File: src/design/msr_pkg.sv
// ----------------------------------------------------------------------------
// msr_pkg: shared types and constants of the motor speed ramp
// widths, register codes, controller states and serial divider types
// ----------------------------------------------------------------------------
package msr_pkg;

  // field widths
  localparam int unsigned SPD_W    = 8;   // speed in whole rpm
  localparam int unsigned FRAC_W   = 8;   // q8.8 fraction bits
  localparam int unsigned RAMP_W   = 16;  // q8.8 ramp position
  localparam int unsigned MAG_W    = 19;  // step magnitude
  localparam int unsigned IDX_W    = 16;  // signed step counters
  localparam int unsigned CHG_W    = SPD_W + FRAC_W;
  localparam int unsigned PWM_W    = 12;
  localparam int unsigned TIME_W   = 32;
  localparam int unsigned RATE_W   = 11;
  localparam int unsigned TICK_W   = 14;
  localparam int unsigned REV_W    = 3;
  localparam int unsigned CFG_AW   = 4;
  localparam int unsigned CFG_DW   = 32;

  // serial divider sizing
  localparam int unsigned DIV_NW   = RATE_W + TICK_W + FRAC_W;
  localparam int unsigned DIV_DW   = MAG_W;
  localparam int unsigned DIV_CW   = $clog2(DIV_NW + 1);

  // default scales
  localparam int unsigned PWM_FULL_SCALE_DEF = 4095;
  localparam int unsigned RPM_FULL_SCALE_DEF = 200;

  // power loss timeouts in ms
  localparam int unsigned T_LONG_REV1  = 12000;
  localparam int unsigned T_SHORT_REV1 = 6000;
  localparam int unsigned T_LONG_OLD   = 5000;
  localparam int unsigned T_SHORT_OLD  = 2000;
  localparam int unsigned REV_FIRST    = 1;
  localparam int unsigned REV_NO_TIMEOUT = 4;

  localparam int unsigned MS_PER_S  = 1000;
  localparam int unsigned STEP_MAX  = 32767;
  localparam int unsigned MAG_MAX   = (1 << MAG_W) - 1;

  // reset values of the registers
  localparam int unsigned MIN_SPEED_RST = 0;
  localparam int unsigned RAMP_RATE_RST = 100;
  localparam int unsigned TICK_RST      = 500;
  localparam int unsigned BOARD_REV_RST = 4;

  typedef enum logic [1:0] {
    REG_MIN_SPEED   = 2'd0,
    REG_RAMP_RATE   = 2'd1,
    REG_TICK_PERIOD = 2'd2,
    REG_BOARD_REV   = 2'd3
  } msr_reg_t;

  typedef enum logic [3:0] {
    ST_IDLE,
    ST_MAG_START,
    ST_MAG_WAIT,
    ST_EVAL,
    ST_CNT_WAIT,
    ST_ADVANCE,
    ST_PWM_START,
    ST_PWM_WAIT,
    ST_DONE
  } msr_state_t;

  typedef struct packed {
    logic              start;
    logic [DIV_CW-1:0] iters;
    logic [DIV_NW-1:0] dividend;   // left aligned, msb first
    logic [DIV_DW-1:0] divisor;
  } msr_div_cmd_t;

  typedef struct packed {
    logic              done;
    logic [DIV_NW-1:0] quotient;
  } msr_div_rsp_t;

endpackage

File: src/design/msr_in_if.sv
// ----------------------------------------------------------------------------
// msr_in_if: speed request channel
// one word per control tick: request, power flag and two timestamps
// ----------------------------------------------------------------------------
interface msr_in_if;
  logic                        valid;
  logic                        ready;
  logic [msr_pkg::SPD_W-1:0]   request_rpm;
  logic                        power_present;
  logic [msr_pkg::TIME_W-1:0]  now_ms;
  logic [msr_pkg::TIME_W-1:0]  power_seen_ms;

  modport source (
    output valid, request_rpm, power_present, now_ms, power_seen_ms,
    input  ready
  );
  modport sink (
    input  valid, request_rpm, power_present, now_ms, power_seen_ms,
    output ready
  );
endinterface

File: src/design/msr_out_if.sv
// ----------------------------------------------------------------------------
// msr_out_if: drive result channel
// one word per tick: drive strobe, pwm code, speed and ramp flag
// ----------------------------------------------------------------------------
interface msr_out_if;
  logic                       valid;
  logic                       ready;
  logic                       drive_write;
  logic [msr_pkg::PWM_W-1:0]  pwm_value;
  logic [msr_pkg::SPD_W-1:0]  motor_speed;
  logic                       ramping;

  modport source (
    output valid, drive_write, pwm_value, motor_speed, ramping,
    input  ready
  );
  modport sink (
    input  valid, drive_write, pwm_value, motor_speed, ramping,
    output ready
  );
endinterface

File: src/design/msr_sdiv.sv
// ----------------------------------------------------------------------------
// msr_sdiv: bit-serial restoring divider
// one quotient bit per cycle, dividend shifted in msb first
// ----------------------------------------------------------------------------
module msr_sdiv (
  input  logic                  clk,
  input  logic                  rst_n,
  input  msr_pkg::msr_div_cmd_t cmd,
  output msr_pkg::msr_div_rsp_t rsp
);
  import msr_pkg::*;

  logic [DIV_NW-1:0] num_r, num_nxt;
  logic [DIV_NW-1:0] quo_r, quo_nxt;
  logic [DIV_DW-1:0] rem_r, rem_nxt;
  logic [DIV_DW-1:0] dvs_r, dvs_nxt;
  logic [DIV_CW-1:0] cnt_r, cnt_nxt;
  logic              busy_r, busy_nxt;
  logic              done_r, done_nxt;
  logic [DIV_DW:0]   trial;
  logic [DIV_DW:0]   diff;
  logic              ge;

  always_comb begin
    trial = {rem_r, num_r[DIV_NW-1]};
    diff  = trial - {1'b0, dvs_r};
    ge    = (trial >= {1'b0, dvs_r});

    num_nxt  = num_r;
    quo_nxt  = quo_r;
    rem_nxt  = rem_r;
    dvs_nxt  = dvs_r;
    cnt_nxt  = cnt_r;
    busy_nxt = busy_r;
    done_nxt = 1'b0;

    if (cmd.start) begin
      num_nxt  = cmd.dividend;
      quo_nxt  = '0;
      rem_nxt  = '0;
      dvs_nxt  = cmd.divisor;
      cnt_nxt  = cmd.iters;
      busy_nxt = 1'b1;
    end else if (busy_r) begin
      num_nxt = {num_r[DIV_NW-2:0], 1'b0};
      quo_nxt = {quo_r[DIV_NW-2:0], ge};
      rem_nxt = ge ? diff[DIV_DW-1:0] : trial[DIV_DW-1:0];
      cnt_nxt = cnt_r - 1'b1;
      if (cnt_r == DIV_CW'(1)) begin
        busy_nxt = 1'b0;
        done_nxt = 1'b1;
      end
    end
  end

  always_ff @(posedge clk) begin
    if (!rst_n) begin
      busy_r <= 1'b0;
      done_r <= 1'b0;
    end else begin
      busy_r <= busy_nxt;
      done_r <= done_nxt;
    end
  end

  always_ff @(posedge clk) begin
    num_r <= num_nxt;
    quo_r <= quo_nxt;
    rem_r <= rem_nxt;
    dvs_r <= dvs_nxt;
    cnt_r <= cnt_nxt;
  end

  assign rsp.done     = done_r;
  assign rsp.quotient = quo_r;

endmodule

File: src/design/motor_speed_ramp.sv
// ----------------------------------------------------------------------------
// motor_speed_ramp: linear speed ramp generator for a motor drive
// one word per control tick in, one drive word out, apb register port
// ----------------------------------------------------------------------------
// Each request word produces exactly one result word. The block works on one
// word at a time: a tick that changes nothing finishes without the divider,
// a tick that sets up a new ramp first runs the bit-serial divider for the
// step count, and every tick that issues a drive value runs it again for the
// pwm code (one quotient bit per cycle). All of these divisions share the
// one serial divider. A finished word sits in an output register, so the
// next request is taken while it waits. After reset and after each write of
// ramp_rate or tick_period_ms the step size is recomputed in the divider,
// during which no request is taken; register writes are taken at any time.
// Registers sit at byte addresses 0 (min_speed), 4 (ramp_rate),
// 8 (tick_period_ms) and 12 (board_revision), and read back their value.
// ----------------------------------------------------------------------------
module motor_speed_ramp #(
  parameter int unsigned PWM_FULL_SCALE = msr_pkg::PWM_FULL_SCALE_DEF,
  parameter int unsigned RPM_FULL_SCALE = msr_pkg::RPM_FULL_SCALE_DEF
) (
  input  logic                        clk,
  input  logic                        rst_n,
  msr_in_if.sink                      in_chan,
  msr_out_if.source                   out_chan,
  input  logic                        psel,
  input  logic                        penable,
  input  logic                        pwrite,
  input  logic [msr_pkg::CFG_AW-1:0]  paddr,
  input  logic [msr_pkg::CFG_DW-1:0]  pwdata,
  output logic [msr_pkg::CFG_DW-1:0]  prdata,
  output logic                        pready
);
  import msr_pkg::*;

  // derived sizes
  localparam int unsigned RMAX    = RPM_FULL_SCALE << FRAC_W;   // full scale in q8.8
  localparam int unsigned PSC_W   = $clog2(PWM_FULL_SCALE + 1);
  localparam int unsigned PROD_W  = RAMP_W + PSC_W;
  localparam int unsigned PDIV_W  = PROD_W - FRAC_W;
  localparam int unsigned SUM_W   = MAG_W + 2;

  localparam logic [SPD_W-1:0]  RPM_MAX  = SPD_W'(RPM_FULL_SCALE);
  localparam logic [RAMP_W-1:0] RAMP_MAX = RAMP_W'(RMAX);

  // --------------------------------------------------------------------------
  // register port
  // --------------------------------------------------------------------------
  logic [SPD_W-1:0]  min_speed_r;
  logic [RATE_W-1:0] ramp_rate_r;
  logic [TICK_W-1:0] tick_period_r;
  logic [REV_W-1:0]  board_rev_r;
  logic              stale_r, stale_nxt;   // step size needs recompute

  msr_reg_t cfg_idx;
  logic     cfg_wr;
  logic     cfg_step_wr;                   // write that changes the step size

  assign cfg_idx     = msr_reg_t'(paddr[CFG_AW-1:2]);
  assign cfg_wr      = psel & penable & pwrite;
  assign cfg_step_wr = cfg_wr && (cfg_idx == REG_RAMP_RATE || cfg_idx == REG_TICK_PERIOD);
  assign pready      = 1'b1;

  always_comb begin
    unique case (cfg_idx)
      REG_MIN_SPEED:   prdata = CFG_DW'(min_speed_r);
      REG_RAMP_RATE:   prdata = CFG_DW'(ramp_rate_r);
      REG_TICK_PERIOD: prdata = CFG_DW'(tick_period_r);
      REG_BOARD_REV:   prdata = CFG_DW'(board_rev_r);
    endcase
  end

  always_ff @(posedge clk) begin
    if (!rst_n) begin
      min_speed_r   <= SPD_W'(MIN_SPEED_RST);
      ramp_rate_r   <= RATE_W'(RAMP_RATE_RST);
      tick_period_r <= TICK_W'(TICK_RST);
      board_rev_r   <= REV_W'(BOARD_REV_RST);
    end else if (cfg_wr) begin
      unique case (cfg_idx)
        REG_MIN_SPEED:   min_speed_r   <= pwdata[SPD_W-1:0];
        REG_RAMP_RATE:   ramp_rate_r   <= pwdata[RATE_W-1:0];
        REG_TICK_PERIOD: tick_period_r <= pwdata[TICK_W-1:0];
        REG_BOARD_REV:   board_rev_r   <= pwdata[REV_W-1:0];
      endcase
    end
  end

  // --------------------------------------------------------------------------
  // state
  // --------------------------------------------------------------------------
  msr_state_t state_r, state_nxt;

  // captured request word
  logic [SPD_W-1:0] req_in_r, req_in_nxt;
  logic             pwr_in_r, pwr_in_nxt;
  logic             gt_long_r, gt_long_nxt;     // elapsed above long timeout
  logic             gt_short_r, gt_short_nxt;   // elapsed above short timeout

  // ramp state
  logic [SPD_W-1:0]         speed_now_r, speed_now_nxt;
  logic [SPD_W-1:0]         speed_tgt_r, speed_tgt_nxt;
  logic [RAMP_W-1:0]        ramp_r, ramp_nxt;
  logic [MAG_W-1:0]         smag_r, smag_nxt;   // step magnitude of current ramp
  logic                     sneg_r, sneg_nxt;   // ramp goes down
  logic signed [IDX_W-1:0]  idx_r, idx_nxt;
  logic signed [IDX_W-1:0]  total_r, total_nxt;
  logic [MAG_W-1:0]         mag_r, mag_nxt;     // step size from the registers

  // result of the current tick
  logic             wr_r, wr_nxt;
  logic             rmp_r, rmp_nxt;
  logic [PWM_W-1:0] pwm_r, pwm_nxt;

  // output register
  logic             out_valid_r, out_valid_nxt;
  logic             out_write_r, out_write_nxt;
  logic [PWM_W-1:0] out_pwm_r, out_pwm_nxt;
  logic [SPD_W-1:0] out_speed_r, out_speed_nxt;
  logic             out_ramping_r, out_ramping_nxt;

  msr_div_cmd_t div_cmd;
  msr_div_rsp_t div_rsp;

  msr_sdiv u_sdiv (
    .clk   (clk),
    .rst_n (rst_n),
    .cmd   (div_cmd),
    .rsp   (div_rsp)
  );

  logic in_take;
  logic out_take;
  logic out_free;

  assign in_chan.ready = (state_r == ST_IDLE) && !stale_r && !cfg_step_wr;
  assign in_take       = in_chan.valid && in_chan.ready;
  assign out_take      = out_valid_r && out_chan.ready;
  assign out_free      = !out_valid_r || out_chan.ready;

  assign out_chan.valid       = out_valid_r;
  assign out_chan.drive_write = out_write_r;
  assign out_chan.pwm_value   = out_pwm_r;
  assign out_chan.motor_speed = out_speed_r;
  assign out_chan.ramping     = out_ramping_r;

  // --------------------------------------------------------------------------
  // power loss timing, checked when the word is taken
  // --------------------------------------------------------------------------
  logic [TIME_W-1:0] elapsed;
  logic [TIME_W-1:0] t_long;
  logic [TIME_W-1:0] t_short;

  always_comb begin
    elapsed = in_chan.now_ms - in_chan.power_seen_ms;   // wraps mod 2^32
    if (board_rev_r == REV_W'(REV_FIRST)) begin
      t_long  = TIME_W'(T_LONG_REV1);
      t_short = TIME_W'(T_SHORT_REV1);
    end else begin
      t_long  = TIME_W'(T_LONG_OLD);
      t_short = TIME_W'(T_SHORT_OLD);
    end
  end

  // --------------------------------------------------------------------------
  // tick evaluation: clamp, minimum, power loss, ramp setup
  // --------------------------------------------------------------------------
  logic [SPD_W-1:0] minv;
  logic [SPD_W-1:0] req_clamp;
  logic [SPD_W-1:0] req_min;
  logic [SPD_W-1:0] req_fin;      // request after power loss handling
  logic             force_stop;   // speed and target jump to the minimum
  logic [SPD_W-1:0] sn;
  logic [SPD_W-1:0] st;
  logic [SPD_W-1:0] eff;          // where the ramp heads
  logic [SPD_W-1:0] start_spd;    // where the ramp starts
  logic [SPD_W-1:0] diff_mag;
  logic             from_rest;

  always_comb begin
    minv      = (min_speed_r > RPM_MAX) ? RPM_MAX : min_speed_r;
    req_clamp = (req_in_r > RPM_MAX) ? RPM_MAX : req_in_r;
    req_min   = (req_clamp != '0 && req_clamp < minv) ? minv : req_clamp;

    req_fin    = req_min;
    force_stop = 1'b0;
    if (!pwr_in_r && req_min != '0) begin
      if (board_rev_r < REV_W'(REV_NO_TIMEOUT)) begin
        if (gt_long_r) begin
          req_fin    = '0;
          force_stop = 1'b1;
        end else if (gt_short_r) begin
          req_fin    = '0;   // ramp down
        end
      end else begin
        req_fin    = '0;
        force_stop = 1'b1;
      end
    end

    sn        = force_stop ? minv : speed_now_r;
    st        = force_stop ? minv : speed_tgt_r;
    from_rest = (req_fin != '0) && (sn == '0);
    eff       = (req_fin == '0) ? minv : req_fin;
    start_spd = from_rest ? minv : sn;
    // change and step always share a sign, so only the magnitude is divided
    diff_mag  = (eff >= start_spd) ? eff - start_spd : start_spd - eff;
  end

  // --------------------------------------------------------------------------
  // ramp advance: one q8.8 step, clamped to the speed range
  // --------------------------------------------------------------------------
  logic [IDX_W-1:0]       idx_inc;
  logic signed [SUM_W-1:0] ramp_sum;
  logic [RAMP_W-1:0]      ramp_step;
  logic                   idx_lt;

  always_comb begin
    idx_inc  = idx_r + 1'b1;
    idx_lt   = (idx_r < total_r);
    ramp_sum = sneg_r ? $signed(SUM_W'(ramp_r)) - $signed(SUM_W'(smag_r))
                      : $signed(SUM_W'(ramp_r)) + $signed(SUM_W'(smag_r));
    if (ramp_sum[SUM_W-1]) begin
      ramp_step = '0;
    end else if (ramp_sum > $signed(SUM_W'(RMAX))) begin
      ramp_step = RAMP_MAX;
    end else begin
      ramp_step = ramp_sum[RAMP_W-1:0];
    end
  end

  // serial divider operands
  logic [RATE_W+TICK_W-1:0] rt_prod;     // rate times tick period
  logic [PROD_W-1:0]        pwm_prod;    // ramp times pwm full scale
  logic [PDIV_W-1:0]        pwm_num;

  assign rt_prod  = ramp_rate_r * tick_period_r;
  assign pwm_prod = PROD_W'(ramp_r) * PROD_W'(PWM_FULL_SCALE);
  assign pwm_num  = pwm_prod[PROD_W-1:FRAC_W];

  // --------------------------------------------------------------------------
  // next state
  // --------------------------------------------------------------------------
  always_comb begin
    state_nxt = state_r;
    unique case (state_r)
      ST_IDLE: begin
        if (stale_r) begin
          state_nxt = ST_MAG_START;
        end else if (in_take) begin
          state_nxt = ST_EVAL;
        end
      end
      ST_MAG_START: state_nxt = ST_MAG_WAIT;
      ST_MAG_WAIT: begin
        if (div_rsp.done) begin
          state_nxt = ST_IDLE;
        end
      end
      ST_EVAL: begin
        if (sn == req_fin) begin
          state_nxt = ST_DONE;
        end else if (st != req_fin) begin
          state_nxt = ST_CNT_WAIT;
        end else begin
          state_nxt = ST_ADVANCE;
        end
      end
      ST_CNT_WAIT: begin
        if (div_rsp.done) begin
          state_nxt = ST_ADVANCE;
        end
      end
      ST_ADVANCE: begin
        if (idx_lt || speed_now_r != speed_tgt_r) begin
          state_nxt = ST_PWM_START;
        end else begin
          state_nxt = ST_DONE;
        end
      end
      ST_PWM_START: state_nxt = ST_PWM_WAIT;
      ST_PWM_WAIT: begin
        if (div_rsp.done) begin
          state_nxt = ST_DONE;
        end
      end
      ST_DONE: begin
        if (out_free) begin
          state_nxt = ST_IDLE;
        end
      end
      default: state_nxt = ST_IDLE;
    endcase
  end

  // --------------------------------------------------------------------------
  // datapath and outputs
  // --------------------------------------------------------------------------
  always_comb begin
    req_in_nxt   = req_in_r;
    pwr_in_nxt   = pwr_in_r;
    gt_long_nxt  = gt_long_r;
    gt_short_nxt = gt_short_r;

    speed_now_nxt = speed_now_r;
    speed_tgt_nxt = speed_tgt_r;
    ramp_nxt      = ramp_r;
    smag_nxt      = smag_r;
    sneg_nxt      = sneg_r;
    idx_nxt       = idx_r;
    total_nxt     = total_r;
    mag_nxt       = mag_r;
    stale_nxt     = stale_r | cfg_step_wr;

    wr_nxt  = wr_r;
    rmp_nxt = rmp_r;
    pwm_nxt = pwm_r;

    out_valid_nxt   = out_valid_r & ~out_take;
    out_write_nxt   = out_write_r;
    out_pwm_nxt     = out_pwm_r;
    out_speed_nxt   = out_speed_r;
    out_ramping_nxt = out_ramping_r;

    div_cmd = '0;

    unique case (state_r)
      ST_IDLE: begin
        if (in_take) begin
          req_in_nxt   = in_chan.request_rpm;
          pwr_in_nxt   = in_chan.power_present;
          gt_long_nxt  = elapsed > t_long;
          gt_short_nxt = elapsed > t_short;
        end
      end

      // step size = rate * tick * 256 / 1000
      ST_MAG_START: begin
        div_cmd.start    = 1'b1;
        div_cmd.iters    = DIV_CW'(DIV_NW);
        div_cmd.dividend = {rt_prod, {FRAC_W{1'b0}}};
        div_cmd.divisor  = DIV_DW'(MS_PER_S);
        stale_nxt        = cfg_step_wr;
      end

      ST_MAG_WAIT: begin
        if (div_rsp.done) begin
          if (div_rsp.quotient == '0) begin
            mag_nxt = MAG_W'(1);
          end else if (div_rsp.quotient > DIV_NW'(MAG_MAX)) begin
            mag_nxt = MAG_W'(MAG_MAX);
          end else begin
            mag_nxt = div_rsp.quotient[MAG_W-1:0];
          end
        end
      end

      ST_EVAL: begin
        speed_now_nxt = sn;
        speed_tgt_nxt = st;
        if (sn == req_fin) begin
          // idle tick, nothing issued
          wr_nxt  = 1'b0;
          rmp_nxt = 1'b0;
          pwm_nxt = '0;
        end else if (st != req_fin) begin
          // new target: set up the ramp and count its steps
          speed_tgt_nxt    = req_fin;
          idx_nxt          = from_rest ? {IDX_W{1'b1}} : '0;
          ramp_nxt         = {start_spd, {FRAC_W{1'b0}}};
          smag_nxt         = mag_r;
          sneg_nxt         = eff < sn;
          div_cmd.start    = 1'b1;
          div_cmd.iters    = DIV_CW'(CHG_W);
          div_cmd.dividend = DIV_NW'({diff_mag, {FRAC_W{1'b0}}}) << (DIV_NW - CHG_W);
          div_cmd.divisor  = mag_r;
        end
      end

      ST_CNT_WAIT: begin
        if (div_rsp.done) begin
          if (div_rsp.quotient > DIV_NW'(STEP_MAX)) begin
            total_nxt = IDX_W'(STEP_MAX);
          end else begin
            total_nxt = div_rsp.quotient[IDX_W-1:0];
          end
        end
      end

      ST_ADVANCE: begin
        if (idx_lt) begin
          idx_nxt = idx_inc;
          if (idx_inc != '0) begin
            ramp_nxt      = ramp_step;
            speed_now_nxt = ramp_step[RAMP_W-1:FRAC_W];
          end else begin
            // first tick from rest only lifts to the minimum
            speed_now_nxt = ramp_r[RAMP_W-1:FRAC_W];
          end
          wr_nxt  = 1'b1;
          rmp_nxt = 1'b1;
        end else if (speed_now_r != speed_tgt_r) begin
          // steps used up, snap to target
          ramp_nxt      = {speed_tgt_r, {FRAC_W{1'b0}}};
          speed_now_nxt = speed_tgt_r;
          wr_nxt        = 1'b1;
          rmp_nxt       = 1'b0;
        end else begin
          wr_nxt  = 1'b0;
          rmp_nxt = 1'b0;
          pwm_nxt = '0;
        end
      end

      // pwm = ramp * pwm scale / 256 / rpm scale
      ST_PWM_START: begin
        div_cmd.start    = 1'b1;
        div_cmd.iters    = DIV_CW'(PDIV_W);
        div_cmd.dividend = DIV_NW'(pwm_num) << (DIV_NW - PDIV_W);
        div_cmd.divisor  = DIV_DW'(RPM_FULL_SCALE);
      end

      ST_PWM_WAIT: begin
        if (div_rsp.done) begin
          pwm_nxt = div_rsp.quotient[PWM_W-1:0];
        end
      end

      ST_DONE: begin
        if (out_free) begin
          out_valid_nxt   = 1'b1;
          out_write_nxt   = wr_r;
          out_pwm_nxt     = pwm_r;
          out_speed_nxt   = speed_now_r;
          out_ramping_nxt = rmp_r;
        end
      end

      default: ;
    endcase
  end

  // --------------------------------------------------------------------------
  // registers
  // --------------------------------------------------------------------------
  always_ff @(posedge clk) begin
    if (!rst_n) begin
      state_r     <= ST_IDLE;
      stale_r     <= 1'b1;
      speed_now_r <= '0;
      speed_tgt_r <= '0;
      ramp_r      <= '0;
      idx_r       <= '0;
      total_r     <= '0;
      out_valid_r <= 1'b0;
    end else begin
      state_r     <= state_nxt;
      stale_r     <= stale_nxt;
      speed_now_r <= speed_now_nxt;
      speed_tgt_r <= speed_tgt_nxt;
      ramp_r      <= ramp_nxt;
      idx_r       <= idx_nxt;
      total_r     <= total_nxt;
      out_valid_r <= out_valid_nxt;
    end
  end

  always_ff @(posedge clk) begin
    req_in_r      <= req_in_nxt;
    pwr_in_r      <= pwr_in_nxt;
    gt_long_r     <= gt_long_nxt;
    gt_short_r    <= gt_short_nxt;
    smag_r        <= smag_nxt;
    sneg_r        <= sneg_nxt;
    mag_r         <= mag_nxt;
    wr_r          <= wr_nxt;
    rmp_r         <= rmp_nxt;
    pwm_r         <= pwm_nxt;
    out_write_r   <= out_write_nxt;
    out_pwm_r     <= out_pwm_nxt;
    out_speed_r   <= out_speed_nxt;
    out_ramping_r <= out_ramping_nxt;
  end

  // --------------------------------------------------------------------------
  // assertions
  // --------------------------------------------------------------------------
  // commanded speed never leaves the speed range
  a_speed_range: assert property (@(posedge clk) disable iff (!rst_n)
    speed_now_r <= RPM_MAX)
    else $error("commanded speed above full scale");

  // ramp position stays within q8.8 full scale
  a_ramp_range: assert property (@(posedge clk) disable iff (!rst_n)
    ramp_r <= RAMP_MAX)
    else $error("ramp position above full scale");

  // step counter never runs past the step count
  a_idx_bound: assert property (@(posedge clk) disable iff (!rst_n)
    idx_r <= total_r)
    else $error("step index beyond step count");

  // a word without a drive value carries a zero pwm code and no ramp flag
  a_idle_word: assert property (@(posedge clk) disable iff (!rst_n)
    (out_valid_r && !out_write_r) |-> (out_pwm_r == '0 && !out_ramping_r))
    else $error("idle word with drive data");

endmodule

File: src/flat_wrapper.sv
// flat-port wrapper written by rule: the top's interface ports become plain ports
module motor_speed_ramp_flat import msr_pkg::*;
#(
  parameter int unsigned PWM_FULL_SCALE = msr_pkg::PWM_FULL_SCALE_DEF,
  parameter int unsigned RPM_FULL_SCALE = msr_pkg::RPM_FULL_SCALE_DEF
)
  (clk, rst_n, psel, penable, pwrite, paddr, pwdata, prdata, pready, in_chan_valid, in_chan_request_rpm, in_chan_power_present, in_chan_now_ms, in_chan_power_seen_ms, in_chan_ready, out_chan_valid, out_chan_drive_write, out_chan_pwm_value, out_chan_motor_speed, out_chan_ramping, out_chan_ready);
  msr_in_if in_chan_i ();
  msr_out_if out_chan_i ();
  input  logic clk;
  input  logic rst_n;
  input  logic psel;
  input  logic penable;
  input  logic pwrite;
  input  logic [msr_pkg::CFG_AW-1:0] paddr;
  input  logic [msr_pkg::CFG_DW-1:0] pwdata;
  output logic [msr_pkg::CFG_DW-1:0] prdata;
  output logic pready;
  input wire logic [$bits(in_chan_i.valid)-1:0] in_chan_valid;
  input wire logic [$bits(in_chan_i.request_rpm)-1:0] in_chan_request_rpm;
  input wire logic [$bits(in_chan_i.power_present)-1:0] in_chan_power_present;
  input wire logic [$bits(in_chan_i.now_ms)-1:0] in_chan_now_ms;
  input wire logic [$bits(in_chan_i.power_seen_ms)-1:0] in_chan_power_seen_ms;
  output wire logic [$bits(in_chan_i.ready)-1:0] in_chan_ready;
  output wire logic [$bits(out_chan_i.valid)-1:0] out_chan_valid;
  output wire logic [$bits(out_chan_i.drive_write)-1:0] out_chan_drive_write;
  output wire logic [$bits(out_chan_i.pwm_value)-1:0] out_chan_pwm_value;
  output wire logic [$bits(out_chan_i.motor_speed)-1:0] out_chan_motor_speed;
  output wire logic [$bits(out_chan_i.ramping)-1:0] out_chan_ramping;
  input wire logic [$bits(out_chan_i.ready)-1:0] out_chan_ready;
  assign in_chan_i.valid = in_chan_valid;
  assign in_chan_i.request_rpm = in_chan_request_rpm;
  assign in_chan_i.power_present = in_chan_power_present;
  assign in_chan_i.now_ms = in_chan_now_ms;
  assign in_chan_i.power_seen_ms = in_chan_power_seen_ms;
  assign in_chan_ready = in_chan_i.ready;
  assign out_chan_valid = out_chan_i.valid;
  assign out_chan_drive_write = out_chan_i.drive_write;
  assign out_chan_pwm_value = out_chan_i.pwm_value;
  assign out_chan_motor_speed = out_chan_i.motor_speed;
  assign out_chan_ramping = out_chan_i.ramping;
  assign out_chan_i.ready = out_chan_ready;
  motor_speed_ramp #(.PWM_FULL_SCALE(PWM_FULL_SCALE), .RPM_FULL_SCALE(RPM_FULL_SCALE)) u_core (.clk(clk), .rst_n(rst_n), .in_chan(in_chan_i), .out_chan(out_chan_i), .psel(psel), .penable(penable), .pwrite(pwrite), .paddr(paddr), .pwdata(pwdata), .prdata(prdata), .pready(pready));
endmodule
File: config.mk
export PLATFORM = sky130hd
export DESIGN_NAME = motor_speed_ramp_flat
export DESIGN_NICKNAME = d
export VERILOG_FILES = /design/src/design/msr_pkg.sv /design/src/design/msr_in_if.sv /design/src/design/msr_out_if.sv /design/src/design/msr_sdiv.sv /design/src/design/motor_speed_ramp.sv /design/src/flat_wrapper.sv
export SDC_FILE = /design/constraint.sdc
export NUM_CORES = 1
export LEC_CHECK = 0
export ABC_CLOCK_PERIOD_IN_PS = 7870
export BUFFER_PORTS_ARGS = -buffer_cell sky130_fd_sc_hd__buf_2
export CORE_UTILIZATION = 45
export CTS_BUF_LIST = sky130_fd_sc_hd__clkbuf_2
export CTS_CLUSTER_SIZE = 12
export DETAILED_ROUTE_END_ITERATION = 10
export SLEW_MARGIN = 0
export SYNTH_ARGS = -nofsm -noshare
export SYNTH_HDL_FRONTEND = slang
export SYNTH_SLANG_ARGS = --single-unit
File: constraint.sdc
create_clock -name clk -period 7.87 [get_ports clk]
set_clock_uncertainty 0.1 [all_clocks]
set_input_delay 1.1805 -clock clk [delete_from_list [all_inputs] [get_ports clk]]
set_output_delay 1.1805 -clock clk [all_outputs]
set_load 0.02 [all_outputs]
==> flow_summary_export.csv <==
group,metric,value,unit
yosys,yosys_warnings,0,
setup_path,path_buf_inv,2,
setup_path,path_max_fanout,12,
yosys,synth_area,0.0281,mm²
sta,worstMarginPinSlew,1.14,ns
clock_tree,cts-buffers-inserted,82,
floorplanning,dieArea,0.0635,mm²
sta,rsz0062_at_grt,"false",
power_and_ir_drop,internal_power,3.79,mW
global_routing,grt_pass1_wl,127000,µm
finish,drive_above_1_share,11.8,%
drt,ant_nets,0,
sta,min_period,7.38,ns
clock_tree,cts_root_buffer,"clkbuf_2",
drt,dr_total_vias,23800,
floorplanning,die_width,252,µm
yosys,synth-compound-area-share,17.9,%
placed_design,place.port_buffers,133,
min_path,hold_class,"in2reg",
floorplanning,io_pins,173,
clock_tree,postCtsHoldBufs,0,
clock_tree,numClockSinks,296,
power_and_ir_drop,leakage,14.0,nW
yosys,synth-simple-area-share,17.1,%
drt,vias_per_cell,5.68,
yosys,syn_inst,3161,
yosys,netlist_top_cells_area,"fa_1 15%, edfxtp_1 15%, ha_1 12%",
yosys,post-synth-top-area-cell,"fa_1",
drt,drtIter0Drc,1722,
finish,layout.cells.non_filler,4187,
setup_path,worstSetupPathType,"reg2reg",
power_and_ir_drop,p_per_area,229,mW/mm²
sta,hold_viol_final,0,
yosys,synthXorXnorAreaFrac,2.93,%
status,status,"finished, final reports clean",
sta,relSlewSlack,23.6,%
yosys,synthMuxAreaShare,2.30,%
sta,setup_slack,0.492,ns
global_routing,grt_max_degree,75,
floorplanning,core.rowCount,91,
run,max_cap_viol_count,0,
global_routing,antenna_found_initial,2,
finish,final_util,49.1,%
global_routing,grt_pass1_vias,23500,
clock_tree,cts_setup_buffers,0,
finish,syn_to_final_growth,7.63,%
power_and_ir_drop,switching_share,45.4,%
power_and_ir_drop,p_sw,3.16,mW
sta,period_share,93.8,%
clock_tree,clk_pin_slew,0.10,ns
yosys,synth_edf_count,136,
sta,max_clock_freq,136,MHz
setup_path,cp_top_family,"compound AO/OA/AOI/OAI gates",
placed_design,place.gp.congestion,0.928,
sta,finalSetupViolCount,0,
clock_tree,clk_latency,1.14,ns
yosys,async_flop_share,0,%
yosys,ys_seq_area_share,25.9,%
clock_tree,cts_resized,0,
finish,design_area,0.0303,mm²
placed_design,dpl_cell_area,0.0295,mm²
sta,fin_tns_setup,0,ns
global_routing,grt_util_all_layers,25.1,%
yosys,syn_area_per_cell,8.90,µm²
setup_path,crit_path_end_kind,"flop",
power_and_ir_drop,ir_drop,174,µV
placed_design,hpwlAfterDp,61200,µm
setup_path,cp.arrival,8.05,ns
finish,n_fill_cell,6000,
placed_design,dp_slack,0.611,ns
power_and_ir_drop,p_comb_share,51.7,%
yosys,synth_cell_type_count,100,
drt,avgRoutedWirePerCell,18.9,µm
setup_path,cp.required,8.55,ns
floorplanning,die_h,252,µm
setup_path,slowest_delay,0.68,ns
yosys,synthAdderAreaFrac,26.5,%
yosys,synth_ff_type,"dfxtp_1",
yosys,ys_ff_latch,296,
power_and_ir_drop,pwr-share-seq,31.9,%
floorplanning,start_util,45.6,%
drt,drc,0,
clock_tree,htree_levels,3,
drt,drt_pass1_iterations,6,
power_and_ir_drop,clkPwrFrac,16.3,%
placed_design,dp_cells,4031,
sta,finalMaxSlewViolations,0,
yosys,synth_top_family_by_area,"adder cells",
floorplanning,core-area,0.0617,mm²
clock_tree,cts_tree,"done",
clock_tree,clockBufferDepth,3,
yosys,synth.top_cell.area_share,14.9,%
finish,nets,3865,
global_routing,grt_overflow_total,0,
setup_path,cp-start-kind,"flop",
drt,routed_wl,79300,µm
setup_path,critical_path.slowest_cell,"edfxtp_1",
[power groups by stage]
stage / clock [mW] / combinational (mW) / sequential, mW
final: 1.14 / 3.59 / 2.22
after global routing: 1.26 / 4.04 / 2.26
after CTS: 1.18 / 3.59 / 2.22
after detailed placement: 0 / 3.56 / 2.25
after global placement: 0 / 3.49 / 2.25
after floorplan: 0 / 2.76 / 2.10
[per-stage QoR]
stage | total power, mW | hold WS [ns]
global route | 7.55 | 0.126
floorplan | 4.86 | 0.300
global placement | 5.74 | 0.305
detailed placement | 5.81 | 0.305
finish | 6.95 | 0.187
CTS | 6.99 | 0.0800
[placed cells by master (no fill, tap or decap), types with 23 or more instances in the layout]
cell type | Yosys | routed
inv_1 | 364 | 363
xor2_1 | 47 | 47
nand3_1 | 55 | 55
buf_2 | 18 | 133
fa_1 | 210 | 210
ha_1 | 261 | 261
o21ai_0 | 113 | 113
edfxtp_1 | 136 | 136
nor4_1 | 29 | 28
clkinv_1 | 1 | 28
a31oi_1 | 24 | 24
or2_2 | 29 | 29
nor2b_1 | 30 | 29
nor2_1 | 230 | 229
buf_4 | 22 | 31
clkbuf_2 | 1 | 116
a211oi_1 | 25 | 25
a21o_1 | 45 | 45
nand2_1 | 326 | 326
mux2i_1 | 59 | 59
and2_1 | 104 | 104
xnor2_1 | 47 | 47
a21oi_1 | 199 | 198
o21a_1 | 25 | 25
dfxtp_1 | 160 | 159
nor3_1 | 60 | 60
o221ai_1 | 23 | 23
[flip-flops by register name (all words and copies together), names as in the netlist, 19 cells and up]
| signal | cells |
|---|---|
| u_core.u_sdiv.num_r | 25 |
| u_core.mag_r | 19 |
| u_core.u_sdiv.dvs_r | 19 |
| u_core.smag_r | 19 |
| u_core.u_sdiv.quo_r | 33 |
| u_core.u_sdiv.rem_r | 19 |
[cell usage after synthesis, types with 47 or more instances]
cell type,count
nand3_1,55
mux2i_1,59
fa_1,210
xnor2_1,47
clkbuf_1,101
o21ai_0,113
dfxtp_1,160
a21oi_1,199
xor2_1,47
nand2_1,326
ha_1,261
nor3_1,60
inv_1,364
and2_1,104
edfxtp_1,136
nor2_1,230
[cell families (layout without fill, tap and decap cells)]
logic type                 Yosys count  after routing
other                                2             22
AOI/OAI and AO/OA                  724            724
xor gates and xnor gates            94             94
adders and majority gates          471            471
muxes                               64             64
buffers and inverters              516            685
DFF                                296            296
and+or+nand+nor                    994            994
[worst min-delay path, delay by kind of cell]
kind	cells	cell delay (ns)
AOI/OAI and AO/OA	1	0.05
buffers and inverters	1	0.11
and+or+nand+nor	1	0.05
[path summary, 6_finish.rpt]
check / from / to / slack, ns / cells after the start
worst min-delay path: pwdata[10] / u_core.tick_period_r[10]$_SDFFE_PN0P_ / 0.19 / 3
worst max-delay path: u_core.req_in_r[6]$_DFFE_PP_ / u_core.u_sdiv.num_r[32]$_DFFE_PP_ / 0.49 / 25
worst min register to register: u_core.pwm_r[8]$_SDFFCE_PN0P_ / u_core.out_chan.pwm_value[8]$_DFFE_PP_ / 0.32 / 0
worst max register to register: u_core.req_in_r[6]$_DFFE_PP_ / u_core.u_sdiv.num_r[32]$_DFFE_PP_ / 0.49 / 25
[area by class of cell]
class	count	area [µm²]	area share, %
Antenna cell	3	7.51	0.0248
Inverter	367	1380	4.55
Clock buffer	116	581	1.92
Clock inverter	37	178	0.586
Timing Repair Buffer	165	918	3.03
Tap cell	837	1050	3.46
Sequential cell	296	7290	24.1
Multi-Input combinational cell	2366	18900	62.4
[per-layer routing]
layer	vias up	wire length (µm)	GRT usage (%)
met3	114	5040	4.20
met2	777	36500	40.0
met1	11600	36100	35.1
met5	-	0	0
met4	0	1590	7.24
li1	11300	-	-
Note: power is estimated with default switching activity, not from simulation.
